==> src/rtl/core/gkde_pkg.sv <==
// Shared types, codes and constant tables of the Gaussian KDE core.
// No dependencies; every other file of the core refers to it by scoped names.
package gkde_pkg;

   localparam int KIND_W     = 2;
   localparam int COORD_W    = 16;
   localparam int DENS_W     = 32;
   localparam int STAT_W     = 2;
   localparam int CNT_OUT_W  = 11;
   localparam int CSR_IDX_W  = 8;
   localparam int CSR_DATA_W = 32;
   localparam int D2_W       = 52;
   localparam int A_W        = D2_W - 9;

   localparam logic [30:0]    Q30_ONE  = 31'h4000_0000;
   localparam logic [A_W-1:0] KERN_CUT = A_W'(32'd786432);   // 12.0 in Q.16
   localparam logic [63:0]    U_LIMIT  = 64'h0000_0000_00FF_FFFF;
   localparam logic [47:0]    KRND     = 48'h0000_2000_0000;

   localparam logic [15:0] INV_BW_RST = 16'd256;
   localparam logic [31:0] NORM_RST   = 32'd65536;
   localparam logic [2:0]  DIMS_RST   = 3'd4;

   localparam logic [CSR_IDX_W-1:0] REG_INV_BW = 8'd0;
   localparam logic [CSR_IDX_W-1:0] REG_NORM   = 8'd1;
   localparam logic [CSR_IDX_W-1:0] REG_DIMS   = 8'd2;

   typedef enum logic [KIND_W-1:0] {
      KIND_LOAD  = 2'd0,
      KIND_QUERY = 2'd1,
      KIND_CLEAR = 2'd2,
      KIND_NONE  = 2'd3
   } kind_type;

   typedef enum logic [STAT_W-1:0] {
      STAT_OK    = 2'd0,
      STAT_FULL  = 2'd1,
      STAT_EMPTY = 2'd2
   } status_type;

   typedef struct packed {
      logic       take;
      logic       store_row;
      logic       clear_store;
      logic       d2_clear;
      logic       dim_mul;
      logic       dim_sq;
      logic       dim_acc;
      logic       kern_init;
      logic       hz_mul;
      logic       hz_rcp;
      logic       hz_fix;
      logic       kern_acc;
      logic       norm_lo;
      logic       norm_hi;
      logic       div_start;
      logic       div_step;
      logic       res_final;
      logic       rsp_load;
      logic [2:0] dim;
      logic [3:0] k;
   } dp_cmd_type;

   typedef struct packed {
      kind_type in_kind;
      logic     full;
      logic     empty;
      logic     last_dim;
      logic     last_sample;
      logic     div_last;
   } dp_stat_type;

   // round(exp(-n) * 65536)
   function automatic logic [16:0] exp_int(input logic [3:0] n);
      logic [16:0] v;
      case (n)
         4'd0:    v = 17'd65536;
         4'd1:    v = 17'd24109;
         4'd2:    v = 17'd8869;
         4'd3:    v = 17'd3263;
         4'd4:    v = 17'd1200;
         4'd5:    v = 17'd442;
         4'd6:    v = 17'd162;
         4'd7:    v = 17'd60;
         4'd8:    v = 17'd22;
         4'd9:    v = 17'd8;
         4'd10:   v = 17'd3;
         4'd11:   v = 17'd1;
         default: v = 17'd0;
      endcase
      return v;
   endfunction

   // floor(2^32 / k), with k = 1 held just below 2^32
   function automatic logic [31:0] recip(input logic [3:0] k);
      logic [31:0] v;
      case (k)
         4'd1:    v = 32'hFFFF_FFFF;
         4'd2:    v = 32'h8000_0000;
         4'd3:    v = 32'h5555_5555;
         4'd4:    v = 32'h4000_0000;
         4'd5:    v = 32'h3333_3333;
         4'd6:    v = 32'h2AAA_AAAA;
         4'd7:    v = 32'h2492_4924;
         4'd8:    v = 32'h2000_0000;
         default: v = 32'h0000_0000;
      endcase
      return v;
   endfunction

endpackage

==> src/rtl/core/gkde_ctrl.sv <==
// Sequencer of the Gaussian KDE core: walks samples, dimensions, Horner steps
// and divider steps. Depends on gkde_pkg for command and status types.
module gkde_ctrl (
   input  logic                    clock,
   input  logic                    reset,
   input  logic                    req_valid,
   output logic                    req_ready,
   output logic                    rsp_valid,
   input  logic                    rsp_ready,
   input  gkde_pkg::dp_stat_type   stat,
   output gkde_pkg::dp_cmd_type    cmd
);

   typedef enum logic [17:0] {
      ST_IDLE  = 18'h00001,
      ST_LOAD  = 18'h00002,
      ST_CLEAR = 18'h00004,
      ST_RD    = 18'h00008,
      ST_MUL   = 18'h00010,
      ST_SQ    = 18'h00020,
      ST_ACC   = 18'h00040,
      ST_KINIT = 18'h00080,
      ST_HMUL  = 18'h00100,
      ST_HRCP  = 18'h00200,
      ST_HFIX  = 18'h00400,
      ST_KFIN  = 18'h00800,
      ST_NLO   = 18'h01000,
      ST_NHI   = 18'h02000,
      ST_DINIT = 18'h04000,
      ST_DSTEP = 18'h08000,
      ST_FINAL = 18'h10000,
      ST_DONE  = 18'h20000
   } state_type;

   state_type   state_ff, state_in;
   logic [2:0]  dim_ff, dim_in;
   logic [3:0]  k_ff, k_in;
   logic        rsp_valid_ff, rsp_valid_in;

   always_comb begin
      cmd       = '0;
      cmd.dim   = dim_ff;
      cmd.k     = k_ff;
      state_in  = state_ff;
      dim_in    = dim_ff;
      k_in      = k_ff;
      req_ready = (state_ff == ST_IDLE);
      case (state_ff)
         ST_IDLE: begin
            if (req_valid) begin
               cmd.take = 1'b1;
               if (stat.in_kind == gkde_pkg::KIND_LOAD) begin
                  state_in = stat.full ? ST_DONE : ST_LOAD;
               end else if (stat.in_kind == gkde_pkg::KIND_QUERY) begin
                  state_in = stat.empty ? ST_DONE : ST_RD;
               end else if (stat.in_kind == gkde_pkg::KIND_CLEAR) begin
                  state_in = ST_CLEAR;
               end else begin
                  state_in = ST_DONE;
               end
            end
         end
         ST_LOAD: begin
            cmd.store_row = 1'b1;
            state_in      = ST_DONE;
         end
         ST_CLEAR: begin
            cmd.clear_store = 1'b1;
            state_in        = ST_DONE;
         end
         ST_RD: begin
            cmd.d2_clear = 1'b1;
            dim_in       = 3'd0;
            state_in     = ST_MUL;
         end
         ST_MUL: begin
            cmd.dim_mul = 1'b1;
            state_in    = ST_SQ;
         end
         ST_SQ: begin
            cmd.dim_sq = 1'b1;
            state_in   = ST_ACC;
         end
         ST_ACC: begin
            cmd.dim_acc = 1'b1;
            if (stat.last_dim) begin
               state_in = ST_KINIT;
            end else begin
               dim_in   = dim_ff + 3'd1;
               state_in = ST_MUL;
            end
         end
         ST_KINIT: begin
            cmd.kern_init = 1'b1;
            k_in          = 4'd8;
            state_in      = ST_HMUL;
         end
         ST_HMUL: begin
            cmd.hz_mul = 1'b1;
            state_in   = ST_HRCP;
         end
         ST_HRCP: begin
            cmd.hz_rcp = 1'b1;
            state_in   = ST_HFIX;
         end
         ST_HFIX: begin
            cmd.hz_fix = 1'b1;
            if (k_ff == 4'd1) begin
               state_in = ST_KFIN;
            end else begin
               k_in     = k_ff - 4'd1;
               state_in = ST_HMUL;
            end
         end
         ST_KFIN: begin
            cmd.kern_acc = 1'b1;
            state_in     = stat.last_sample ? ST_NLO : ST_RD;
         end
         ST_NLO: begin
            cmd.norm_lo = 1'b1;
            state_in    = ST_NHI;
         end
         ST_NHI: begin
            cmd.norm_hi = 1'b1;
            state_in    = ST_DINIT;
         end
         ST_DINIT: begin
            cmd.div_start = 1'b1;
            state_in      = ST_DSTEP;
         end
         ST_DSTEP: begin
            cmd.div_step = 1'b1;
            if (stat.div_last) begin
               state_in = ST_FINAL;
            end
         end
         ST_FINAL: begin
            cmd.res_final = 1'b1;
            state_in      = ST_DONE;
         end
         ST_DONE: begin
            // wait for the output register to free up
            if (!rsp_valid_ff || rsp_ready) begin
               cmd.rsp_load = 1'b1;
               state_in     = ST_IDLE;
            end
         end
         default: begin
            state_in = ST_IDLE;
         end
      endcase
   end

   assign rsp_valid_in = cmd.rsp_load | (rsp_valid_ff & ~rsp_ready);
   assign rsp_valid    = rsp_valid_ff;

   always_ff @(posedge clock) begin
      if (reset) begin
         state_ff     <= ST_IDLE;
         dim_ff       <= 3'd0;
         k_ff         <= 4'd0;
         rsp_valid_ff <= 1'b0;
      end else begin
         state_ff     <= state_in;
         dim_ff       <= dim_in;
         k_ff         <= k_in;
         rsp_valid_ff <= rsp_valid_in;
      end
   end

   a_accept_leaves_idle: assert property (@(posedge clock) disable iff (reset)
      (state_ff == ST_IDLE && req_valid) |=> (state_ff != ST_IDLE))
      else $error("accepted transaction did not start work");

   a_horner_ends: assert property (@(posedge clock) disable iff (reset)
      (state_ff == ST_HFIX && k_ff == 4'd1) |=> (state_ff == ST_KFIN))
      else $error("Horner loop did not end after last step");

   a_dim_advance: assert property (@(posedge clock) disable iff (reset)
      (state_ff == ST_ACC && !stat.last_dim)
      |=> (state_ff == ST_MUL && dim_ff == $past(dim_ff) + 3'd1))
      else $error("dimension loop did not advance");

endmodule

==> config.mk <==
export PLATFORM = sky130hd
export DESIGN_NAME = gkde_ctrl
export DESIGN_NICKNAME = d
export VERILOG_FILES = /design/src/rtl/core/gkde_pkg.sv /design/src/rtl/core/gkde_ctrl.sv
export SDC_FILE = /design/constraint.sdc
export NUM_CORES = 1
export LEC_CHECK = 0
export BUFFER_PORTS_ARGS = -buffer_cell sky130_fd_sc_hd__buf_2
export CAP_MARGIN = 10
export CORE_ASPECT_RATIO = 0.75
export CORE_UTILIZATION = 49
export CTS_BUF_LIST = sky130_fd_sc_hd__clkbuf_8
export DETAILED_ROUTE_END_ITERATION = 16
export PLACE_DENSITY = 0.82
export RECOVER_POWER = 25
export SYNTH_ARGS = -nofsm -noshare
export SYNTH_HDL_FRONTEND = slang
export SYNTH_SLANG_ARGS = --single-unit
export TNS_END_PERCENT = 10
==> constraint.sdc <==
create_clock -name clock -period 1.9 [get_ports clock]
set_input_delay 0.38 -clock clock [delete_from_list [all_inputs] [get_ports clock]]
set_output_delay 0.38 -clock clock [all_outputs]
set_load 0.01 [all_outputs]
== Word-level counts from Yosys, hierarchy flattened ==
Cells that the tools add are included.

* Register bits: 26
* Latch bits: 0
* Memory bits (writable): 0
* Bits in read-only memories: 0
* Bits of input ports: 11
* Output and inout port bits: 27
* Logic and storage cells: 80
* Memories: 0

* Add/sub/neg operators: 2
* Multipliers: 0
* Div/mod/pow operators: 0
* Magnitude comparators: 0
* Equality and inequality tests: 26
* Shift-type cells: 0
* Muxes and demuxes: 36
* Bitwise gates (word level): 3
* Reductions and logical operators: 9

{| class="wikitable"
|+ Operator list
! kind !! number
|-
| 18-bit one-hot mux with 16 select lines || 1
|-
| 18-bit 2-to-1 mux || 8
|-
| 1-bit 2-to-1 mux || 20
|-
| 18-bit by 1-bit == test with 1-bit output (second input constant) || 1
|-
| 18-bit by 10-bit == test with 1-bit output (second input constant) || 1
|-
| 18-bit by 11-bit == test with 1-bit output (second input constant) || 1
|-
| 18-bit by 12-bit == test with 1-bit output (second input constant) || 1
|-
| 18-bit by 13-bit == test with 1-bit output (second input constant) || 1
|-
| 18-bit by 14-bit == test with 1-bit output (second input constant) || 1
|-
| 18-bit by 15-bit == test with 1-bit output (second input constant) || 1
|-
| 18-bit by 16-bit == test with 1-bit output (second input constant) || 1
|-
| 18-bit by 17-bit == test with 1-bit output (second input constant) || 1
|-
| 18-bit == test (second input constant) || 1
|-
| 18-bit by 2-bit == test with 1-bit output (second input constant) || 1
|-
| 18-bit by 3-bit == test with 1-bit output (second input constant) || 1
|-
| 18-bit by 4-bit == test with 1-bit output (second input constant) || 1
|-
| 18-bit by 5-bit == test with 1-bit output (second input constant) || 1
|-
| 18-bit by 6-bit == test with 1-bit output (second input constant) || 1
|-
| 18-bit by 7-bit == test with 1-bit output (second input constant) || 1
|-
| 18-bit by 8-bit == test with 1-bit output (second input constant) || 1
|-
| 18-bit by 9-bit == test with 1-bit output (second input constant) || 1
|-
| 13-bit 2-to-1 mux || 1
|-
| 12-bit 2-to-1 mux || 1
|-
| 2-bit != test (second input constant) || 5
|-
| 20 further kinds || 22
|}

== Logic depth before layout (Yosys ltp) ==
* Depth in word-level cells: 6
* Depth in mapped cells: 8

== Worst setup path before layout ==
Ideal clock, no wire load.

* Kind: register -> output
* From: reg state_ff[4]
* To: out cmd[24] (netlist name)
* Data arrival time: 1822 ps
* Setup slack: -302 ps
* Cell stages (with the launch flop): 6
* Buffers on the path: 1
* Cell sequence: dfxtp_1 -> or4_4 -> or4b_1 -> buf_2 -> inv_1 -> and2_1

{| class="wikitable"
|+ RTL lines
! what !! RTL line !! source
|-
| start, declared || gkde_ctrl.sv:35 || <nowiki>state_type state_ff, state_in;</nowiki>
|-
| start signal, assigned || gkde_ctrl.sv:164 || <nowiki>state_ff <= state_in;</nowiki>
|-
| end, declared || gkde_ctrl.sv:11 || <nowiki>output gkde_pkg::dp_cmd_type cmd</nowiki>
|}

==> out/qor.yml <==
sta:
  hold_violations: 0
  setup-tns-final_ps: -10680
  drv_slew: 0
  tightest_slew_ps: 427
  setup_slack_ps: -520
  fin_crit_ps: 2420
  slew_headroom_pct: 71.5
  setup_viol: 40
  max_freq_mhz: 413
  skew_ps: 1.42
  rsz0062_at_grt: "yes"
  fin_crit_sh_pct: 127
clock_network:
  htreeDepth: 1
  cts.sink_count: 26
  clkSlewWorstSetupHoldPaths_ps: 100
  clock_latency_ps: 280
  root_buffer: "clkbuf_8"
  cts_buffers: 3
  hold_buffers: 0
  cts_tree: "done"
  cts_buffer_depth: 2
route:
  remaining_drc_errors: 0
  avgRoutedWirePerCell_um: 17.6
  vias: 1905
  viasPerCell: 5.95
  drt_iter0_markers: 189
  routed_wl_mm: 5.62
  ant_nets: 0
  dr.pass1.iters: 5
grt:
  grt_usage_pct: 31.4
  antenna_found_initial: 0
  grt_pass1_wl_mm: 7.87
  overflow: 0
  grt_max_degree: 15
  grt_pass1_vias: 1691
synthesis:
  synth_largest_area_cell: "dfxtp_1"
  yosys-top-cells-area: "dfxtp_1, nor2_1, inv_1"
  yosys_warnings: 0
  synth_ff_type: "dfxtp_1"
  netlist_top_cells_count: "nor2_1, dfxtp_1, inv_1"
  ys_ff_latch: 26
  postSynthCellCount: 182
  synth_edf_count: 0
  synth.avg_cell_area_um2: 8.28
  netlist_area_um2: 1510
  synthesis.nets: 196
  ys_types: 45
  async_reset_ff_share_pct: 0
  ys_seq_area_share_pct: 34.6
  yosysMostFrequentCell: "nor2_1"
  synth_top_area_share_pct: 34.6
final_layout:
  layout.nets: 297
  final_area_um2: 2440
  n_antenna_cell: 0
  area_delta_synth_final_pct: 62.1
  fin_util_pct: 83.2
  drive_gt1_share_pct: 53.2
floorplanning:
  die_h_um: 50.0
  floorplan.initialDensity_pct: 51.3
  rows: 17
  core_um2: 2940
  io_pins: 38
  die_w_um: 66.0
  fp.dieArea_um2: 3300
pwr:
  power_uw: 1450
  pwr_density_cell_nw_per_um2: 592
  leakage_uw: 0.00121
  peakVddDrop_v: 0.000436
worst_setup_path:
  cp_cell_sequence: "buf_6 > nor4_4 > buf_4 > nand2_1 > nor2_2 > nand4_1 > nor3b_1 > buf_2"
  crit_type: "flop to output pin"
  startpoint_type: "flop"
  arrival_ps: 2040
  crit_fanout: 4
  critPathSlowestCell: "dfxtp_2"
  required_ps: 1520
  endpoint_kind: "output pin"
  max_stage_delay_ps: 340
  r2r-end: "state_ff[14]"
  r2r-start: "state_ff[9]"
  ff2ff_path_depth: 7
  r2r_setup_slack_ps: -230
placement:
  dpl.hpwl_mm: 3.16
  gp_congestion: 0.916
  postPlaceCellArea_um2: 2110
  numPortBuffers: 37
job:
  maxCapViolations: 0
hold_path:
  hold_depth: 2
  min_from: "stat[4]"
  hp-class: "input port to flop"
  whs_endpoint: "state_ff[1]"
run_status:
  violations: "setup timing"
  status: "finished, violations left"
-- worst max-delay path by stage --
stage,start,end,slack (ps),cells after the start
floorplan,state_ff[13],cmd[24],-190,7
global route,state_ff[6],cmd[12],-620,8
CTS,state_ff[4],cmd[24],-450,5
detailed placement,state_ff[4],cmd[24],-210,5
finish,state_ff[6],cmd[12],-520,8
global placement,state_ff[4],cmd[24],-200,5
-- layout make-up --
| cell class | count | area (um^2) |
|---|---|---|
| Multi-Input combinational cell | 134 | 1030 |
| Tap cell | 38 | 47.5 |
| Clock buffer | 4 | 55.1 |
| Inverter | 17 | 68.8 |
| Sequential cell | 26 | 532 |
| Fill cell | 178 | 493 |
| Timing Repair Buffer | 101 | 709 |
-- registers in the layout, indices dropped and copies added (netlist names) --
signal     cells
k_ff           4
state_ff      18
dim_ff         3
rsp_valid      1
-- where the power goes --
group / switching (uW) / internal (uW)
combinational: 230 / 260
sequential: 20.6 / 556
clock: 193 / 186
-- cells by family after synthesis --
logic type,after synthesis,synth area share [%]
flip-flops,26,34.6
AND/OR/NAND/NOR,98,41.5
AO/OA/AOI/OAI,27,11.9
buffers and inverters,22,5.98
multiplexers,1,0.664
XOR/XNOR,5,2.91
adder cells (fa/ha/maj),3,2.49
-- layout by cell type, fill, tap and decap left out, types with 3 or more instances in the layout --
| cell | instances |
|---|---|
| buf_4 | 58 |
| buf_2 | 30 |
| nor2_1 | 25 |
| dfxtp_1 | 17 |
| inv_1 | 14 |
| buf_6 | 10 |
| dfxtp_2 | 9 |
| a21oi_1 | 7 |
| nand2_1 | 6 |
| nand3b_1 | 6 |
| nor4_4 | 5 |
| nand4_1 | 5 |
| nor3b_1 | 4 |
| xor2_1 | 4 |
| o21ai_0 | 4 |
| clkbuf_8 | 4 |
| nor4b_1 | 3 |
| nor3_2 | 3 |
| nor2_2 | 3 |
| nor3_1 | 3 |
| and3_1 | 3 |
| nor4_1 | 3 |
| ha_1 | 3 |
| clkbuf_1 | 3 |
-- layer usage --
metal	vias to the layer above	global-route usage [%]	routed length, um
met3	26	7.41	424
met1	901	42.0	2370
li1	857	-	-
met4	0	8.51	225
met5	-	0	0
met2	121	50.0	2590
-- worst max-delay path, delay by kind of cell, from the launching register on --
kind	cells	cell delay [ps]
buffers and inverters	3	440
AND/OR/NAND/NOR	5	980
flip-flops	1	340
-- through the flow --
step | setup slack [ps] | cells | hold slack [ps]
final | -520 | 320 | 275
after global routing | -618 | 320 | 282
after CTS | -445 | 314 | 280
after detailed placement | -214 | 304 | 461
after global placement | -201 | 304 | 452
after floorplan | -185 | 182 | 457
-- timing repair --
| action | CTS | global route |
|---|---|---|
| setup endpoints to repair | 36 | 41 |
| gates resized for setup | 40 | 15 |
| buffers inserted | 6 | 6 |
| pin swaps | 10 | 9 |
No activity file was read; power rests on OpenSTA's default activity.
